`config.mk`:
```
export PLATFORM = sky130hd
export DESIGN_NAME = morse_element_encoder_unit_flat
export DESIGN_NICKNAME = d
export VERILOG_FILES = /design/src/rtl/core/mee_pkg.sv /design/src/rtl/core/mee_if.sv /design/src/rtl/core/morse_element_encoder_unit.sv /design/src/flat_wrapper.sv
export SDC_FILE = /design/constraint.sdc
export NUM_CORES = 1
export LEC_CHECK = 0
export BUFFER_PORTS_ARGS = -buffer_cell sky130_fd_sc_hd__buf_2
export CAP_MARGIN = 20
export CORE_AREA = 10 10 104 106
export CTS_CLUSTER_DIAMETER = 30
export DETAILED_ROUTE_END_ITERATION = 16
export DIE_AREA = 0 0 114 116
export GPL_TIMING_DRIVEN = 0
export PLACE_DENSITY = 0.9
export SYNTH_ARGS = -nofsm -noshare
export SYNTH_HDL_FRONTEND = slang
export SYNTH_SLANG_ARGS = --single-unit
```
`constraint.sdc`:
```
create_clock -name clk -period 7.75 [get_ports clk]
set_input_delay 0.3875 -clock clk [delete_from_list [all_inputs] [get_ports clk]]
set_output_delay 0.3875 -clock clk [all_outputs]
set_load 0.05 [all_outputs]
```
`src/rtl/core/mee_pkg.sv`:
```
package mee_pkg;

	localparam int CHAR_W    = 8;
	localparam int DUR_W     = 11;
	localparam int DOT_W     = 8;
	localparam int WPM_W     = 6;
	localparam int CORR_W    = 8;
	localparam int CFG_IDX_W = 1;
	localparam int CFG_DAT_W = 8;
	localparam int PAT_W     = 7;
	localparam int LEN_W     = 3;
	localparam int CNT_W     = 4;

	localparam logic [CFG_IDX_W-1:0] REG_WPM  = 1'd0;
	localparam logic [CFG_IDX_W-1:0] REG_CORR = 1'd1;

	localparam logic [WPM_W-1:0] WPM_MIN   = 6'd5;
	localparam logic [WPM_W-1:0] WPM_MAX   = 6'd60;
	localparam logic [DOT_W-1:0] DOT_RESET = 8'd60;

	// pattern is right-aligned in sending order, dash = 1
	typedef struct packed {
		logic             known;
		logic [LEN_W-1:0] len;
		logic [PAT_W-1:0] pat;
	} code_t;

	function automatic logic is_blank(input logic [CHAR_W-1:0] c);
		return (c >= 8'h09 && c <= 8'h0D) || c == 8'h20 || c == 8'h85 || c == 8'hA0;
	endfunction

	function automatic logic [WPM_W-1:0] clamp_wpm(input logic [WPM_W-1:0] w);
		logic [WPM_W-1:0] r;
		r = w;
		if (w < WPM_MIN) r = WPM_MIN;
		if (w > WPM_MAX) r = WPM_MAX;
		return r;
	endfunction

	// 1200 / wpm for wpm in 5..60
	function automatic logic [DOT_W-1:0] dot_from_wpm(input logic [WPM_W-1:0] w);
		logic [DOT_W-1:0] d;
		unique case (w)
			6'd5:  d = 8'd240;
			6'd6:  d = 8'd200;
			6'd7:  d = 8'd171;
			6'd8:  d = 8'd150;
			6'd9:  d = 8'd133;
			6'd10: d = 8'd120;
			6'd11: d = 8'd109;
			6'd12: d = 8'd100;
			6'd13: d = 8'd92;
			6'd14: d = 8'd85;
			6'd15: d = 8'd80;
			6'd16: d = 8'd75;
			6'd17: d = 8'd70;
			6'd18: d = 8'd66;
			6'd19: d = 8'd63;
			6'd20: d = 8'd60;
			6'd21: d = 8'd57;
			6'd22: d = 8'd54;
			6'd23: d = 8'd52;
			6'd24: d = 8'd50;
			6'd25: d = 8'd48;
			6'd26: d = 8'd46;
			6'd27: d = 8'd44;
			6'd28: d = 8'd42;
			6'd29: d = 8'd41;
			6'd30: d = 8'd40;
			6'd31: d = 8'd38;
			6'd32: d = 8'd37;
			6'd33: d = 8'd36;
			6'd34: d = 8'd35;
			6'd35: d = 8'd34;
			6'd36: d = 8'd33;
			6'd37: d = 8'd32;
			6'd38: d = 8'd31;
			6'd39: d = 8'd30;
			6'd40: d = 8'd30;
			6'd41: d = 8'd29;
			6'd42: d = 8'd28;
			6'd43: d = 8'd27;
			6'd44: d = 8'd27;
			6'd45: d = 8'd26;
			6'd46: d = 8'd26;
			6'd47: d = 8'd25;
			6'd48: d = 8'd25;
			6'd49: d = 8'd24;
			6'd50: d = 8'd24;
			6'd51: d = 8'd23;
			6'd52: d = 8'd23;
			6'd53: d = 8'd22;
			6'd54: d = 8'd22;
			6'd55: d = 8'd21;
			6'd56: d = 8'd21;
			6'd57: d = 8'd21;
			default: d = 8'd20;
		endcase
		return d;
	endfunction

	function automatic code_t lookup(input logic [CHAR_W-1:0] c_in);
		logic [CHAR_W-1:0] c;
		code_t r;
		c = c_in;
		if (c_in >= 8'h61 && c_in <= 8'h7A) c = c_in - 8'd32;
		unique case (c)
			8'h41: r = '{1'b1, 3'd2, 7'b01};
			8'h42: r = '{1'b1, 3'd4, 7'b1000};
			8'h43: r = '{1'b1, 3'd4, 7'b1010};
			8'h44: r = '{1'b1, 3'd3, 7'b100};
			8'h45: r = '{1'b1, 3'd1, 7'b0};
			8'h46: r = '{1'b1, 3'd4, 7'b0010};
			8'h47: r = '{1'b1, 3'd3, 7'b110};
			8'h48: r = '{1'b1, 3'd4, 7'b0000};
			8'h49: r = '{1'b1, 3'd2, 7'b00};
			8'h4A: r = '{1'b1, 3'd4, 7'b0111};
			8'h4B: r = '{1'b1, 3'd3, 7'b101};
			8'h4C: r = '{1'b1, 3'd4, 7'b0100};
			8'h4D: r = '{1'b1, 3'd2, 7'b11};
			8'h4E: r = '{1'b1, 3'd2, 7'b10};
			8'h4F: r = '{1'b1, 3'd3, 7'b111};
			8'h50: r = '{1'b1, 3'd4, 7'b0110};
			8'h51: r = '{1'b1, 3'd4, 7'b1101};
			8'h52: r = '{1'b1, 3'd3, 7'b010};
			8'h53: r = '{1'b1, 3'd3, 7'b000};
			8'h54: r = '{1'b1, 3'd1, 7'b1};
			8'h55: r = '{1'b1, 3'd3, 7'b001};
			8'h56: r = '{1'b1, 3'd4, 7'b0001};
			8'h57: r = '{1'b1, 3'd3, 7'b011};
			8'h58: r = '{1'b1, 3'd4, 7'b1001};
			8'h59: r = '{1'b1, 3'd4, 7'b1011};
			8'h5A: r = '{1'b1, 3'd4, 7'b1100};
			8'h30: r = '{1'b1, 3'd5, 7'b11111};
			8'h31: r = '{1'b1, 3'd5, 7'b01111};
			8'h32: r = '{1'b1, 3'd5, 7'b00111};
			8'h33: r = '{1'b1, 3'd5, 7'b00011};
			8'h34: r = '{1'b1, 3'd5, 7'b00001};
			8'h35: r = '{1'b1, 3'd5, 7'b00000};
			8'h36: r = '{1'b1, 3'd5, 7'b10000};
			8'h37: r = '{1'b1, 3'd5, 7'b11000};
			8'h38: r = '{1'b1, 3'd5, 7'b11100};
			8'h39: r = '{1'b1, 3'd5, 7'b11110};
			8'h2E: r = '{1'b1, 3'd6, 7'b010101};
			8'h2C: r = '{1'b1, 3'd6, 7'b110011};
			8'h3F: r = '{1'b1, 3'd6, 7'b001100};
			8'h27: r = '{1'b1, 3'd6, 7'b011110};
			8'h21: r = '{1'b1, 3'd6, 7'b101011};
			8'h2F: r = '{1'b1, 3'd5, 7'b10010};
			8'h28: r = '{1'b1, 3'd5, 7'b10110};
			8'h29: r = '{1'b1, 3'd6, 7'b101101};
			8'h26: r = '{1'b1, 3'd5, 7'b01000};
			8'h3A: r = '{1'b1, 3'd6, 7'b111000};
			8'h3B: r = '{1'b1, 3'd6, 7'b101010};
			8'h3D: r = '{1'b1, 3'd5, 7'b10001};
			8'h2B: r = '{1'b1, 3'd5, 7'b01010};
			8'h2D: r = '{1'b1, 3'd6, 7'b100001};
			8'h5F: r = '{1'b1, 3'd6, 7'b001101};
			8'h22: r = '{1'b1, 3'd6, 7'b010010};
			8'h24: r = '{1'b1, 3'd7, 7'b0001001};
			8'h40: r = '{1'b1, 3'd6, 7'b011010};
			default: r = '{1'b0, 3'd0, 7'b0};
		endcase
		return r;
	endfunction

endpackage

```
`src/rtl/core/mee_if.sv`:
```
interface mee_in_if;
	logic                        valid;
	logic                        ready;
	logic [mee_pkg::CHAR_W-1:0]  character;
	logic                        text_start;
	logic                        player_busy;

	modport source (output valid, output character, output text_start, output player_busy,
		input ready);
	modport sink (input valid, input character, input text_start, input player_busy,
		output ready);
endinterface

interface mee_out_if;
	logic                       valid;
	logic                       ready;
	logic                       key_down;
	logic [mee_pkg::DUR_W-1:0]  duration_ms;
	logic                       last;

	modport source (output valid, output key_down, output duration_ms, output last,
		input ready);
	modport sink (input valid, input key_down, input duration_ms, input last,
		output ready);
endinterface

```
`src/rtl/core/morse_element_encoder_unit.sv`:
```
// Morse element encoder: text characters in, timed key elements out.
// char_in carries one Latin-1 character per transfer with text_start and
// player_busy; elem_out carries one element per transfer (key_down,
// duration_ms, last), last set on the final element of a character.
// Speed and mark correction are written through cfg_we/cfg_index/cfg_wdata
// by the user only while the block is idle; the block does not enforce this.
// A speed write is clamped to 5..60 wpm and the dot length is looked up at once.
// After a character is taken the block produces its elements one per cycle
// while the receiver takes them, through a single shared duration unit (dot
// or mark base times 1, 3 or 7) under a small sequencer, and char_in.ready
// is low until the last element of the character has been produced.
// Whitespace and unknown characters give no mark, only any gap that is due.
// The first element enters the output register from ST_EMIT when it is free.
// When the receiver stalls, the element waits in the output register and
// the sequencer holds until it is taken.
// Reset sets 20 wpm (60 ms dot), zero correction and clears the word state.
module morse_element_encoder_unit (
	input  logic                               clk,
	input  logic                               arst_n,
	input  logic                               cfg_we,
	input  logic [mee_pkg::CFG_IDX_W-1:0]      cfg_index,
	input  logic [mee_pkg::CFG_DAT_W-1:0]      cfg_wdata,
	mee_in_if.sink                             char_in,
	mee_out_if.source                          elem_out
);
	import mee_pkg::*;

	typedef enum logic {ST_IDLE, ST_EMIT} state_t;
	typedef enum logic [2:0] {K_BGAP, K_WGAP, K_CGAP, K_IGAP, K_MARK} kind_t;
	typedef enum logic [1:0] {F_X1, F_X3, F_X7} factor_t;

	state_t            state_q;
	logic [DOT_W-1:0]  dot_q;
	logic [CORR_W-1:0] corr_q;
	logic              word_open_q;
	logic              pos_nz_q;
	logic              word_seen_q;
	logic              first_pend_q;
	logic              bgap_q;
	logic              wgap_q;
	logic              cgap_q;
	logic              gap_next_q;
	logic [PAT_W-1:0]  pat_q;
	logic [CNT_W-1:0]  cnt_q;
	logic              out_valid_q;
	logic              key_down_q;
	logic [DUR_W-1:0]  dur_q;
	logic              last_q;

	logic              in_xfer;
	logic              out_free;
	logic [DOT_W-1:0]  keyed;

	// accept-time evaluation
	logic              wo_e, pnz_e, ws_e, fp_e;
	logic              blank;
	code_t             code;
	logic              bgap_n, wgap_n, cgap_n;
	logic              wo_n, pnz_n, ws_n, fp_n;
	logic [CNT_W-1:0]  cnt_n;

	// element selection and shared duration unit
	kind_t             kind;
	factor_t           factor;
	logic [DOT_W-1:0]  base;
	logic [DUR_W-1:0]  base_x;
	logic [DUR_W-1:0]  dur;

	assign in_xfer  = char_in.valid && char_in.ready;
	assign out_free = !out_valid_q || elem_out.ready;
	assign keyed    = (dot_q > corr_q) ? dot_q - corr_q : 8'd1;

	assign char_in.ready        = (state_q == ST_IDLE);
	assign elem_out.valid       = out_valid_q;
	assign elem_out.key_down    = key_down_q;
	assign elem_out.duration_ms = dur_q;
	assign elem_out.last        = last_q;

	always_comb begin
		wo_e   = char_in.text_start ? 1'b0 : word_open_q;
		pnz_e  = char_in.text_start ? 1'b0 : pos_nz_q;
		ws_e   = char_in.text_start ? 1'b0 : word_seen_q;
		fp_e   = char_in.text_start ? 1'b1 : first_pend_q;
		blank  = is_blank(char_in.character);
		code   = lookup(char_in.character);
		bgap_n = char_in.text_start && char_in.player_busy;
		wgap_n = 1'b0;
		cgap_n = 1'b0;
		wo_n   = wo_e;
		pnz_n  = pnz_e;
		ws_n   = ws_e;
		fp_n   = fp_e;
		if (blank) begin
			if (wo_e) fp_n = 1'b0;
			wo_n = 1'b0;
			code = '{1'b0, 3'd0, 7'b0};
		end else begin
			if (!wo_e) begin
				wgap_n = ws_e;
				ws_n   = 1'b1;
				pnz_e  = 1'b0;
			end
			wo_n = 1'b1;
			if (code.known) begin
				cgap_n = !fp_e && pnz_e;
				fp_n   = 1'b0;
			end
			pnz_n = 1'b1;
		end
		cnt_n = {3'b0, bgap_n} + {3'b0, wgap_n} + {3'b0, cgap_n}
			+ (code.known ? {code.len, 1'b0} - 4'd1 : 4'd0);
	end

	always_comb begin
		if (bgap_q) kind = K_BGAP;
		else if (wgap_q) kind = K_WGAP;
		else if (cgap_q) kind = K_CGAP;
		else if (gap_next_q) kind = K_IGAP;
		else kind = K_MARK;

		unique case (kind)
			K_BGAP, K_WGAP: begin
				factor = F_X7;
				base   = dot_q;
			end
			K_CGAP: begin
				factor = F_X3;
				base   = dot_q;
			end
			K_IGAP: begin
				factor = F_X1;
				base   = dot_q;
			end
			default: begin
				factor = pat_q[PAT_W-1] ? F_X3 : F_X1;
				base   = keyed;
			end
		endcase

		base_x = {3'b0, base};
		unique case (factor)
			F_X3:    dur = {base_x[DUR_W-2:0], 1'b0} + base_x;
			F_X7:    dur = {base_x[DUR_W-4:0], 3'b0} - base_x;
			default: dur = base_x;
		endcase
	end

	always_ff @(posedge clk or negedge arst_n) begin
		if (!arst_n) begin
			state_q      <= ST_IDLE;
			dot_q        <= DOT_RESET;
			corr_q       <= '0;
			word_open_q  <= 1'b0;
			pos_nz_q     <= 1'b0;
			word_seen_q  <= 1'b0;
			first_pend_q <= 1'b1;
			bgap_q       <= 1'b0;
			wgap_q       <= 1'b0;
			cgap_q       <= 1'b0;
			gap_next_q   <= 1'b0;
			pat_q        <= '0;
			cnt_q        <= '0;
			out_valid_q  <= 1'b0;
			key_down_q   <= 1'b0;
			dur_q        <= '0;
			last_q       <= 1'b0;
		end else begin
			if (cfg_we) begin
				unique case (cfg_index)
					REG_WPM:  dot_q  <= dot_from_wpm(clamp_wpm(cfg_wdata[WPM_W-1:0]));
					REG_CORR: corr_q <= cfg_wdata[CORR_W-1:0];
					default:  ;
				endcase
			end

			unique case (state_q)
				ST_IDLE: begin
					if (elem_out.ready) out_valid_q <= 1'b0;
					if (in_xfer) begin
						word_open_q  <= wo_n;
						pos_nz_q     <= pnz_n;
						word_seen_q  <= ws_n;
						first_pend_q <= fp_n;
						bgap_q       <= bgap_n;
						wgap_q       <= wgap_n;
						cgap_q       <= cgap_n;
						gap_next_q   <= 1'b0;
						pat_q        <= code.pat << (3'd7 - code.len);
						cnt_q        <= cnt_n;
						if (cnt_n != '0) state_q <= ST_EMIT;
					end
				end
				ST_EMIT: begin
					if (out_free) begin
						out_valid_q <= 1'b1;
						key_down_q  <= (kind == K_MARK);
						dur_q       <= dur;
						last_q      <= (cnt_q == 4'd1);
						cnt_q       <= cnt_q - 4'd1;
						unique case (kind)
							K_BGAP: bgap_q <= 1'b0;
							K_WGAP: wgap_q <= 1'b0;
							K_CGAP: cgap_q <= 1'b0;
							K_IGAP: gap_next_q <= 1'b0;
							default: begin
								pat_q      <= {pat_q[PAT_W-2:0], 1'b0};
								gap_next_q <= 1'b1;
							end
						endcase
						if (cnt_q == 4'd1) state_q <= ST_IDLE;
					end
				end
				default: state_q <= ST_IDLE;
			endcase
		end
	end

endmodule
```
`src/flat_wrapper.sv`:
```
// flat-port wrapper written by rule: the top's interface ports become plain ports
module morse_element_encoder_unit_flat import mee_pkg::*;
  (clk, arst_n, cfg_we, cfg_index, cfg_wdata, char_in_valid, char_in_character, char_in_text_start, char_in_player_busy, char_in_ready, elem_out_valid, elem_out_key_down, elem_out_duration_ms, elem_out_last, elem_out_ready);
  mee_in_if char_in_i ();
  mee_out_if elem_out_i ();
  input  logic clk;
  input  logic arst_n;
  input  logic cfg_we;
  input  logic [mee_pkg::CFG_IDX_W-1:0] cfg_index;
  input  logic [mee_pkg::CFG_DAT_W-1:0] cfg_wdata;
  input wire logic [$bits(char_in_i.valid)-1:0] char_in_valid;
  input wire logic [$bits(char_in_i.character)-1:0] char_in_character;
  input wire logic [$bits(char_in_i.text_start)-1:0] char_in_text_start;
  input wire logic [$bits(char_in_i.player_busy)-1:0] char_in_player_busy;
  output wire logic [$bits(char_in_i.ready)-1:0] char_in_ready;
  output wire logic [$bits(elem_out_i.valid)-1:0] elem_out_valid;
  output wire logic [$bits(elem_out_i.key_down)-1:0] elem_out_key_down;
  output wire logic [$bits(elem_out_i.duration_ms)-1:0] elem_out_duration_ms;
  output wire logic [$bits(elem_out_i.last)-1:0] elem_out_last;
  input wire logic [$bits(elem_out_i.ready)-1:0] elem_out_ready;
  assign char_in_i.valid = char_in_valid;
  assign char_in_i.character = char_in_character;
  assign char_in_i.text_start = char_in_text_start;
  assign char_in_i.player_busy = char_in_player_busy;
  assign char_in_ready = char_in_i.ready;
  assign elem_out_valid = elem_out_i.valid;
  assign elem_out_key_down = elem_out_i.key_down;
  assign elem_out_duration_ms = elem_out_i.duration_ms;
  assign elem_out_last = elem_out_i.last;
  assign elem_out_i.ready = elem_out_ready;
  morse_element_encoder_unit u_core (.clk(clk), .arst_n(arst_n), .cfg_we(cfg_we), .cfg_index(cfg_index), .cfg_wdata(cfg_wdata), .char_in(char_in_i), .elem_out(elem_out_i));
endmodule
```
## Yosys cells after proc, flatten, opt, wreduce, memory -nomap -nowiden

Memories as Yosys holds them, arrays and structs flattened. A register that Yosys moved wholly into a read port is not among the register bits.
Index checks and enable logic that the tools add are counted.
W data, S select, Z words.

| word-level totals | value |
|---|---|
| memories | 2 |
| word-level logic and storage cells | 149 |
| register bits after elaboration | 42 |
| input bits | 24 |
| memory bits (read-only) | 1792 |
| output and inout bits | 15 |

| operators by class | value |
|---|---|
| order comparisons | 7 |
| shift operators | 1 |
| bitwise gates (word level) | 2 |
| $add $sub $neg | 10 |
| eq/ne operators | 18 |
| reduce and logical (&&, ||, !) cells | 28 |
| multiplexer cells | 65 |

Memories:

| name | depth | bits a word | read ports | clocked after Yosys merged registers in | write ports | line | RTL |
|---|---|---|---|---|---|---|---|
| (name not given) | 128 | 10 | 1 | 0 | 0 | mee_pkg.sv:107 | `unique case (c)` |
| (name not given) | 64 | 8 | 1 | 1 | 0 | mee_pkg.sv:43 | `unique case (w)` |

Operator list:

| operator | number |
|---|---|
| $mux W1 | 35 |
| $mux W6 | 4 |
| $mux W8 | 3 |
| $mux W11 | 2 |
| $pmux W11 S2 | 1 |
| $mux W7 | 3 |
| $eq A8 B8 Y1 const B | 2 |
| $ne A2 B2 Y1 const B | 8 |
| $reduce_and A3 Y1 | 5 |
| $pmux W1 S2 | 7 |
| $pmux W7 S2 | 1 |
| $mux W3 | 4 |
| $mux W4 | 3 |
| $reduce_and A2 Y1 | 6 |
| $sub A11 B8 Y11 | 1 |
| $add A9 B8 Y10 | 1 |
| $eq A8 B6 Y1 const B | 1 |
| $ge A8 B4 Y1 const B | 1 |
| $ge A8 B7 Y1 const B | 1 |
| $gt A8 B8 Y1 | 1 |
| $le A8 B4 Y1 const B | 1 |
| $le A8 B7 Y1 const B | 1 |
| $pmux W4 S2 | 1 |
| $sub A4 B1 Y4 const B | 2 |
| 25 further kinds | 36 |

## Longest topological paths before layout

Gate-level depths: netlist (run 1).

| logic depth | value |
|---|---|
| word-level depth | 15 |
| depth in mapped cells | 20 |
| depth with buffers taken out | 20 |

## Worst setup path before layout (run 1)

No wires, ideal clock.

| timing | value |
|---|---|
| path kind | input to register |
| start | in char_in_character[1] |
| end | reg u_core.state_q |
| path slack | 4.202 ns |
| data required time | 7.629 ns |
| arrival time | 3.427 ns |
| setup time | 0.121 ns |
| cell stages on the path | 18 |
| cell sequence | buf_2 buf_2 inv_1 ha_1 buf_2 nor2_1 nand3_1 a41oi_1 nor2_1 o21ai_1 and4bb_2 fa_1 a21oi_1 nor2_1 xor2_1 xnor2_1 o2111ai_1 a22o_1 |

| on the way | value |
|---|---|
| cells in the longest elaborated chain, start to end | 13 |

RTL lines:

| element | line | RTL |
|---|---|---|
| start, declared | flat_wrapper.sv:12 | `input wire logic [$bits(char_in_i.character)-1:0] char_in_character;` |
| $ge A8 B7 Y1 (tied with other cells) | mee_pkg.sv:106 | `if (c_in >= 8'h61 && c_in <= 8'h7A) c = c_in - 8'd32;` |
| $logic_and A1 B1 Y1 (on tied branches) | mee_pkg.sv:106, mee_pkg.sv:29 |  |
| $mux W8 / $logic_or A1 B1 Y1 (equally long branches) | mee_pkg.sv:106, mee_pkg.sv:29 |  |
| $mem_v2 Z128 W10 / $logic_or A1 B1 Y1 (equally long branches) | n/a |  |
| $mux W11 / $logic_or A1 B1 Y1 (equally long branches) | mee_pkg.sv:107, mee_pkg.sv:29 |  |
| $mux W1 (tied with other cells) | morse_element_encoder_unit.sv:104 | `if (code.known) begin` |
| $mux W1 (tied with other cells) | morse_element_encoder_unit.sv:93 | `if (blank) begin` |
| $add A4 B1 Y4 / $mux W4 (equally long branches) | morse_element_encoder_unit.sv:110, morse_element_encoder_unit.sv:111 |  |
| $add A4 B4 Y4 * | morse_element_encoder_unit.sv:111 | `+ (code.known ? {code.len, 1'b0} - 4'd1 : 4'd0);` |
| $reduce_bool A4 Y1 * | morse_element_encoder_unit.sv:190 | `if (cnt_n != '0) state_q <= ST_EMIT;` |
| $mux W1 * | morse_element_encoder_unit.sv:190 |  |
| $mux W1 * | morse_element_encoder_unit.sv:179 | `if (in_xfer) begin` |
| $pmux W1 S2 * | morse_element_encoder_unit.sv:176 | `unique case (state_q)` |
| end signal, assigned | morse_element_encoder_unit.sv:190 |  |
| end signal, assigned | morse_element_encoder_unit.sv:210 | `if (cnt_q == 4'd1) state_q <= ST_IDLE;` |
| end signal, assigned | morse_element_encoder_unit.sv:213 | `default: state_q <= ST_IDLE;` |
| end, declared | morse_element_encoder_unit.sv:32 | `state_t state_q;` |

Mark *: on every way between the ends. The rest lies on a longest branch, timed or not.
A chain may end at the register's enable or synchronous reset.

## Worst setup path after layout (run 1)

Ends and elaborated chain as after synthesis.

==> results.yml, run 1 <==
status:
  status: "finished, final reports clean"
layout:
  nets: 827
  layout_common_cells: "92 x nand2_1, 51 x ha_1, 50 x o21ai_0"
  syn_to_final_growth_pct: 7.849
  seqCellArea_sq_um: 1257
  fill_cells: 719
  drive_gt1_share_pct: 12.02
  final_common_cell: "nand2_1"
  postLayoutCoreUtil_pct: 68.54
  diodes: 0
  multiInputGateArea_sq_um: 3881
critical_path:
  path_max_fanout: 10
  regToRegSetupSlack_ns: 3.85
  critPathKind: "in -> reg"
  arrival_ns: 4.38
  critPathTopFamily: "simple AND/OR/NAND/NOR gates"
  cpMostUsedCell: "buf_2"
  cp_cell_sequence: "buf_2 > buf_2 > buf_2 > inv_1 > ha_1 > nor2_1 > nor3b_1 > a211oi_1 > nor3_1 > o21ai_1 > and4bb_2 > fa_1 > inv_1 > fa_1 > xnor2_1 > o2111ai_1 > a22o_1"
  path_buf_inv: 5
  reg2reg_depth: 20
  cp-start-kind: "input port"
  crit_required_ns: 7.96
  timing.rr.end: "u_core.elem_out.duration_ms[7]"
  r2r-start: "u_core.dot_q[0]"
  crit_path_max_incr_delay_ns: 0.49
  end_kind: "flop"
  crit_slowest_cell: "nor3_1"
synth:
  ys_warn_count: 0
  syn_area_sq_um: 5515
  syn-num-nets: 783
  synthArstFlopShare_pct: 100.0
  postSynthCellCount: 704
  synthDistinctLibCells: 73
  netlist_top_cells_area: "dfrtp_1 20%, ha_1 12%, nand2_1 6.3%"
  syn_avg_cell_area_sq_um: 7.834
  synth_top_area_cell: "dfrtp_1"
  seq_area_frac_synth_pct: 22.80
  synth_edf_count: 0
  ys_ff_latch: 50
  synth_top_area_share_pct: 20.42
  synth-main-ff-cell: "dfrtp_1"
cts:
  cts_num_sinks: 50
  path_clk_slew_ns: 0.11
  cts_resized: 0
  cts_buffers: 5
  hold_buffers: 0
  cts_max_path_buffers: 2
  post_cts_buffers: 0
  htree_levels: 2
  clock_latency_ns: 0.32
  cts_tree: "done"
  root_buffer: "clkbuf_8"
die:
  num_rows: 34
  ios: 39
  fp.dieW_um: 114
  die_area_sq_um: 13220
  die-height_um: 116
  coreArea_sq_um: 8678
  start_util_pct: 63.55
sta:
  max_clock_freq_ghz: 0.2397
  fin_crit_sh_pct: 53.83
  rsz0062_at_grt: "false"
  fin_crit_ns: 4.172
  slew_headroom_pct: 52.62
  worst_pin_slew_ns: 0.7107
  finalWorstSetupSlack_ns: 3.578
  clock_skew_ns: 0.01034
  setup_viol: 0
  hold_viol: 0
  fin_setup_tns_ns: 0
  final_max_slew_viol_count: 0
power_and_ir_drop:
  p_clk_share_pct: 9.3
  peakVddDrop_mv: 0.1576
  leakage_nw: 2.772
  finalPower_mw: 1.812
  p_switching_uw: 932.6
  p_comb_share_pct: 68.5
  p_sw_share_pct: 51.46
  pwr-share-seq_pct: 22.3
  internal_power_uw: 879.6
  power.density_nw_per_um2: 304.7
routing:
  routed-via-count: 5527
  drtPass1Iterations: 6
  drtAntennaViolNets: 0
  drc_errors: 0
  drt-total-wl_mm: 14.31
  drtIter0Drc: 597
  viasPerCell: 6.449
  wl_per_cell_um: 16.70
place:
  dp_hpwl_mm: 11.08
  port_buffers: 36
  place.gp.congestion: 0.9775
  dp_slack_ns: 3.261
hold_path:
  hold_class: "in -> async"
grt:
  grt_pass1_vias: 5230
  grt_pass1_wl_mm: 24.58
  track_usage_pct: 21.51
  antenna_found_initial: 0
  grt_overflow: 0
  grt_start_max_net_pins: 51
run:
  maxCapViolCount: 0
==> final cells by class <==
cell class / count / area share (%)
buffer: 40 / 3.366
clock buffer: 5 / 1.157
clock inverter: 3 / 0.4838
inverter: 47 / 2.966
multi-input combinational: 567 / 65.25
sequential: 50 / 21.14
tap: 108 / 2.272
timing repair buffer: 37 / 3.366
==> cell usage after synthesis (all sizes together) (7+ instances only) <==
cell,instances
dfrtp,45
ha,51
a21o,12
clkbuf,27
nand2,92
nor2,47
buf,13
xor2,7
inv,47
o211ai,12
a21oi,43
a22o,7
mux2i,16
mux2,13
and2,8
xnor2,15
a31oi,12
o21ai,54
nand2b,15
nor3,15
nand3,25
==> kinds of logic after synthesis <==
kind of cell             Yosys count  share of synthesized area (%)
AO/OA/AOI/OAI                    213                          25.79
XOR/XNOR                          22                          3.494
adder cells (fa/ha/maj)           55                          13.02
buffers and inverters             87                          6.828
flip-flops                        50                          22.80
multiplexers                      31                          6.375
AND/OR/NAND/NOR                  246                          21.69
==> power by group through the flow <==
| stage | Sequential (mW) | Clock, mW | Combinational [mW] |
|---|---|---|---|
| finish | 0.404 | 0.168 | 1.24 |
| CTS | 0.404 | 0.170 | 1.22 |
| global route | 0.416 | 0.179 | 1.38 |
| floorplan | 0.497 | 0 | 0.852 |
| global placement | 0.403 | 0 | 1.15 |
| detailed placement | 0.409 | 0 | 1.21 |
==> sequential cells by signal, indices dropped and copies added, names as in the netlist <==
signal	cells
u_core.elem_out.duration_ms	11
u_core.corr_q	8
u_core.dot_q	8
u_core.pat_q	7
u_core.cnt_q	4
u_core.bgap_q	1
u_core.cgap_q	1
u_core.elem_out.key_down	1
u_core.elem_out.last	1
u_core.elem_out.valid	1
u_core.first_pend_q	1
u_core.gap_next_q	1
u_core.pos_nz_q	1
u_core.state_q	1
u_core.wgap_q	1
u_core.word_open_q	1
u_core.word_seen_q	1
==> how the worst max path moves through the flow <==
stage | start | to | slack [ns] | cells past startpoint
after floorplan | char_in_character[1] | u_core.state_q | 4.20 | 18
final | char_in_character[1] | u_core.state_q | 3.58 | 17
after detailed placement | char_in_character[1] | u_core.state_q | 3.26 | 17
after CTS | char_in_character[1] | u_core.state_q | 3.58 | 17
after global placement | char_in_character[1] | u_core.state_q | 3.34 | 18
after global routing | char_in_character[1] | u_core.state_q | 3.24 | 17
==> layer usage <==
layer  share of wire (%)  GRT usage, %  wire (um)  vias up
li1                    -             -          -     2630
met1                  42         27.39       5943     2605
met2                  49         37.51       7076      271
met3                 7.8         3.049       1123       21
met4                 1.2         5.180        172        0
met5                   0             0          0        -
==> through the flow <==
stage,cell area [sq um],std cells,hold slack (ns)
floorplan,5515,704,0.09191
global placement,5831,848,0.4542
detailed placement,5831,848,0.4605
CTS,5928,856,0.2981
global route,5948,857,0.02728
finish,5948,857,0.001355
Note: power is estimated with default switching activity, not from simulation.
==> run 2: changes to the inputs <==
--- a/config.mk
+++ b/config.mk
@@ -7,12 +7,12 @@
 export LEC_CHECK = 0
 export BUFFER_PORTS_ARGS = -buffer_cell sky130_fd_sc_hd__buf_2
 export CAP_MARGIN = 20
-export CORE_AREA = 10 10 104 106
+export CORE_AREA = 10 10 111 113
 export CTS_CLUSTER_DIAMETER = 30
 export DETAILED_ROUTE_END_ITERATION = 16
-export DIE_AREA = 0 0 114 116
+export DIE_AREA = 0 0 121 123
 export GPL_TIMING_DRIVEN = 0
-export PLACE_DENSITY = 0.9
+export PLACE_DENSITY = 0.83
 export SYNTH_ARGS = -nofsm -noshare
 export SYNTH_HDL_FRONTEND = slang
 export SYNTH_SLANG_ARGS = --single-unit
==> constraint.sdc (replaced) <==
create_clock -name clk -period 3.5 [get_ports clk]
set_input_delay 0.175 -clock clk [delete_from_list [all_inputs] [get_ports clk]]
set_output_delay 0.175 -clock clk [all_outputs]
set_load 0.05 [all_outputs]
==> results.yml, run 2 (synthesized netlist as in run 1, its figures left out) <==
die:
  fp.dieW_um: 121
  num_rows: 37
  start_util_pct: 54.40
  die_area_sq_um: 14880
  coreArea_sq_um: 10140
  die-height_um: 123
  ios: 39
cts:
  htree_levels: 2
  cts_num_sinks: 50
  clock_latency_ns: 0.32
  root_buffer: "clkbuf_8"
  path_clk_slew_ns: 0.11
  cts_max_path_buffers: 2
  cts_tree: "done"
  cts_buffers: 5
status:
  status: "finished with violations"
  violations: "setup timing"
place:
  dp_hpwl_mm: 11.11
  placed_cells: 876
  port_buffers: 36
  place.gp.congestion: 0.9598
  dp_slack_ns: -0.7403
routing:
  wl_per_cell_um: 17.59
  drtAntennaViolNets: 0
  drtPass1Iterations: 6
  drt-total-wl_mm: 15.98
  routed-via-count: 5659
  drtIter0Drc: 538
  viasPerCell: 6.232
  drc_errors: 0
sta:
  slew_headroom_pct: 65.18
  clock_skew_ns: 0.004497
  hold_viol: 0
  final_max_slew_viol_count: 0
  rsz0062_at_grt: "true"
  fin_crit_ns: 3.622
  setup_viol: 2
  worst_pin_slew_ns: 0.5223
  finalWorstSetupSlack_ns: -0.1216
  fin_crit_sh_pct: 103.5
  fin_setup_tns_ns: -0.1326
  max_clock_freq_ghz: 0.2761
critical_path:
  end_kind: "flop"
  critPathKind: "reg -> reg"
  crit_slowest_cell: "dfstp_2"
  cp-start-kind: "flop"
  path_max_fanout: 5
  crit_required_ns: 3.73
  crit_path_max_incr_delay_ns: 0.57
  cp_cell_sequence: "ha_1 > nand4_1 > o21a_1 > o21a_4 > a21o_1 > inv_2 > ha_4 > inv_2 > fa_2 > inv_2 > a21oi_2 > o21bai_1 > a21o_1 > a21o_1 > xnor2_1 > a221oi_1 > a311oi_1"
  arrival_ns: 3.85
grt:
  track_usage_pct: 19.41
  grt_start_max_net_pins: 51
  grt_overflow: 0
  antenna_found_initial: 0
  grt_pass1_vias: 5314
  grt_pass1_wl_mm: 24.83
layout:
  diodes: 0
  syn_to_final_growth_pct: 15.15
  final_cell_count_no_fill: 908
  nets: 850
  largest_reg_flops: 11
  drive_gt1_share_pct: 19.56
  final_common_cell: "nand2_1"
  layout_common_cells: "91 x nand2_1, 47 x o21ai_0, 46 x nor2_1"
power_and_ir_drop:
  finalPower_mw: 4.476
  power.density_nw_per_um2: 704.8
  peakVddDrop_mv: 0.4570
  leakage_nw: 2.901
hold_path:
  hold_class: "in -> reg"
run:
  maxCapViolCount: 0
[run 2: layer usage]
layer	up-vias	GRT usage, %	routed length (um)
met5	-	0	0
met4	0	4.676	306
met3	34	2.644	1129
met2	247	34.18	7828
met1	2700	24.55	6712
li1	2678	-	-
[run 2: worst max-delay path: cells and delay by family, from the launching register on]
kind / cells / cell delay, ns
AOI/OAI and AO/OA: 9 / 1.61
adders and majority gates: 3 / 0.79
DFF: 1 / 0.57
and+or+nand+nor: 1 / 0.23
buffers and inverters: 3 / 0.21
xor gates and xnor gates: 1 / 0.12
[run 2: where the power goes]
group | internal (mW) | switching, mW
clock network | 0.149 | 0.230
logic | 1.24 | 1.96
registers | 0.778 | 0.122
total | 2.16 | 2.31
[run 2: metrics by stage]
stage | hold WS, ns | instance area, sq um | util, %
6_report | 0.08645 | 6351 | 62.64
5_1_grt | 0.07623 | 6351 | 62.64
4_1_cts | 0.08322 | 6090 | 60.06
3_5_place_dp | 0.4190 | 5866 | 57.86
3_3_place_gp | 0.4060 | 5866 | 57.86
2_1_floorplan | -0.1206 | 5515 | -
[run 2: worst paths after layout]
path | cells after the start | start | slack (ns) | endpoint
max | 17 | u_core.dot_q[4] | -0.12 | u_core.elem_out.duration_ms[7]
min | 2 | cfg_wdata[6] | 0.09 | u_core.corr_q[6]
max reg2reg | 17 | u_core.dot_q[4] | -0.12 | u_core.elem_out.duration_ms[7]
min reg2reg | 2 | u_core.elem_out.last | 0.48 | u_core.elem_out.last
max in group asynchronous | 3 | arst_n | 2.58 | u_core.first_pend_q
min in group asynchronous | 2 | arst_n | 0.32 | u_core.elem_out.duration_ms[7]
[run 2: repair_timing]
action,CTS,global route
hold buffers,0,1
setup buffers,7,16
gates resized for setup,20,33
endpoints found under the setup margin,8,9
endpoints found under the hold margin,0,14
pin swaps,8,26
[run 2: cell type report]
| cell class | count | area [sq um] |
|---|---|---|
| multi-input cells | 567 | 4063 |
| fillers | 865 | 3787 |
| clock inverters | 3 | 28.78 |
| repair buffers | 61 | 382.9 |
| inverters | 47 | 176.4 |
| well taps | 136 | 170.2 |
| plain buffers | 39 | 203.9 |
| clock buffers | 5 | 68.82 |
| flip-flops and latches | 50 | 1257 |
==> run 3: changes to the inputs <==
--- a/config.mk
+++ b/config.mk
@@ -13,6 +13,7 @@
 export DIE_AREA = 0 0 121 123
 export GPL_TIMING_DRIVEN = 0
 export PLACE_DENSITY = 0.83
+export SETUP_SLACK_MARGIN = 0.15
 export SYNTH_ARGS = -nofsm -noshare
 export SYNTH_HDL_FRONTEND = slang
 export SYNTH_SLANG_ARGS = --single-unit
==> results.yml, run 3 (synthesized netlist as in run 1, its figures left out) <==
status:
  status: "finished with violations"
  violations: "setup timing"
cts:
  cts_num_sinks: 50
  cts_tree: "done"
  cts_buffers: 5
  cts_max_path_buffers: 2
  clock_latency_ns: 0.32
  htree_levels: 2
  path_clk_slew_ns: 0.11
  root_buffer: "clkbuf_8"
die:
  fp.dieW_um: 121
  ios: 39
  num_rows: 37
  coreArea_sq_um: 10140
  start_util_pct: 54.40
  die-height_um: 123
  die_area_sq_um: 14880
power_and_ir_drop:
  leakage_nw: 3.006
  p_comb_share_pct: 74.2
  p_clk_share_pct: 7.6
  p_sw_share_pct: 51.26
  internal_power_mw: 2.428
  pwr-share-seq_pct: 18.2
  finalPower_mw: 4.981
  peakVddDrop_mv: 0.4615
  power.density_nw_per_um2: 741.4
  p_switching_mw: 2.554
sta:
  fin_crit_ns: 3.585
  max_clock_freq_ghz: 0.2789
  hold_viol: 0
  final_max_slew_viol_count: 0
  clock_skew_ns: 0.009787
  slew_headroom_pct: 60.93
  finalWorstSetupSlack_ns: -0.08490
  worst_pin_slew_ns: 0.5860
  fin_crit_sh_pct: 102.4
  rsz0062_at_grt: "true"
  setup_viol: 4
critical_path:
  crit_slowest_cell: "dfstp_2"
  path_max_fanout: 5
  cp_cell_sequence: "ha_1 > nand4_1 > buf_4 > a21oi_4 > o21a_2 > buf_6 > buf_4 > a32o_2 > inv_2 > buf_4 > ha_4 > o21a_1 > a21oi_2 > o21bai_1 > xnor2_1 > a32oi_1 > o211ai_1"
  arrival_ns: 3.80
  critPathKind: "reg -> reg"
  cpMostUsedCell: "buf_4"
  cp-start-kind: "flop"
  crit_required_ns: 3.71
  end_kind: "flop"
  crit_path_max_incr_delay_ns: 0.57
layout:
  layout_common_cells: "90 x nand2_1, 45 x nor2_1, 45 x o21ai_0, 45 x dfrtp_1, 40 x buf_2"
  drive_gt1_share_pct: 25.13
  nets: 866
  fill_cells: 794
  syn_to_final_growth_pct: 21.82
  postLayoutCoreUtil_pct: 66.27
  multiInputGateArea_sq_um: 4290
  final_common_cell: "nand2_1"
  seqCellArea_sq_um: 1257
  largest_reg_flops: 11
  diodes: 0
grt:
  grt_start_max_net_pins: 51
  grt_pass1_vias: 5518
  grt_overflow: 0
  grt_pass1_wl_mm: 25.52
  antenna_found_initial: 0
  track_usage_pct: 20.06
place:
  dp_slack_ns: -0.7154
  place.gp.congestion: 0.9451
  dp_hpwl_mm: 11.31
  port_buffers: 36
routing:
  wl_per_cell_um: 19.18
  drt-total-wl_mm: 17.72
  viasPerCell: 6.474
  drc_errors: 0
  drtIter0Drc: 768
  routed-via-count: 5982
  drtAntennaViolNets: 0
  drtPass1Iterations: 5
hold_path:
  hold_class: "in -> reg"
run:
  maxCapViolCount: 0
==> run 3: cell count changes in the layout (fill, tap and decap cells not counted), sizes merged <==
cell,before,now
clkinvlp,0,1
clkbuf,33,32
buf,71,88
inv,48,47
==> run 3: cell type report <==
cell class	instances	area share [%]
plain buffers	40	3.203
repair buffers	76	7.486
clock buffers	5	1.024
well taps	136	2.533
multi-input cells	567	63.85
inverters	47	2.756
flip-flops and latches	50	18.72
clock inverters	3	0.4283
==> run 3: what timing repair did <==
| item | in CTS | in global routing |
|---|---|---|
| setup endpoints to repair | 10 | 10 |
| hold buffers | 0 | 1 |
| buffers inserted | 13 | 25 |
| cloned | 0 | 0 |
| pin swaps | 12 | 34 |
| hold endpoints to repair | 0 | 20 |
| gates resized for setup | 31 | 64 |
==> run 3: worst max-delay path: cells and delay by family (launching register included) <==
family / cells / cell delay, ns
AOI/OAI and AO/OA: 8 / 1.42
xor gates and xnor gates: 1 / 0.13
adders and majority gates: 2 / 0.50
buffers and inverters: 5 / 0.66
DFF: 1 / 0.57
and+or+nand+nor: 1 / 0.19
==> run 3: final timing paths <==
path	start	to	slack [ns]	cells after the start
max reg2reg	u_core.dot_q[4]	u_core.elem_out.duration_ms[8]	-0.08	17
max	u_core.dot_q[4]	u_core.elem_out.duration_ms[8]	-0.08	17
min reg2reg	u_core.elem_out.duration_ms[4]	u_core.elem_out.duration_ms[4]	0.49	2
max in group asynchronous	arst_n	u_core.first_pend_q	2.49	3
min in group asynchronous	arst_n	u_core.elem_out.duration_ms[6]	0.37	2
min	cfg_wdata[6]	u_core.corr_q[6]	0.08	2
==> run 3: power by group through the flow <==
stage | combinational (mW) | sequential (mW) | clock [mW]
floorplan | 1.89 | 1.10 | 0
detailed placement | 2.69 | 0.907 | 0
global placement | 2.58 | 0.892 | 0
global route | 3.92 | 0.927 | 0.404
finish | 3.69 | 0.908 | 0.380
CTS | 2.85 | 0.895 | 0.381
==> run 3: routing by layer <==
metal / GRT usage (%) / part of all wire (%) / vias up / wire length, um
met5: 0 / 0 / - / 0
met4: 5.807 / 3.1 / 0 / 542
met3: 2.689 / 7.8 / 74 / 1382
met2: 35.58 / 49 / 351 / 8669
met1: 24.85 / 40 / 2847 / 7123
li1: - / - / 2710 / -
==> run 3: stage by stage <==
step	area, sq um	setup TNS (ns)	hold slack [ns]	std cells
after detailed placement	5868	-3.284	0.4105	876
after floorplan	5518	0	-0.1206	704
after CTS	6172	0	0.07906	897
after global routing	6719	-0.8180	0.07701	924
after global placement	5868	-2.347	0.4065	876
final	6719	-0.1908	0.07851	924
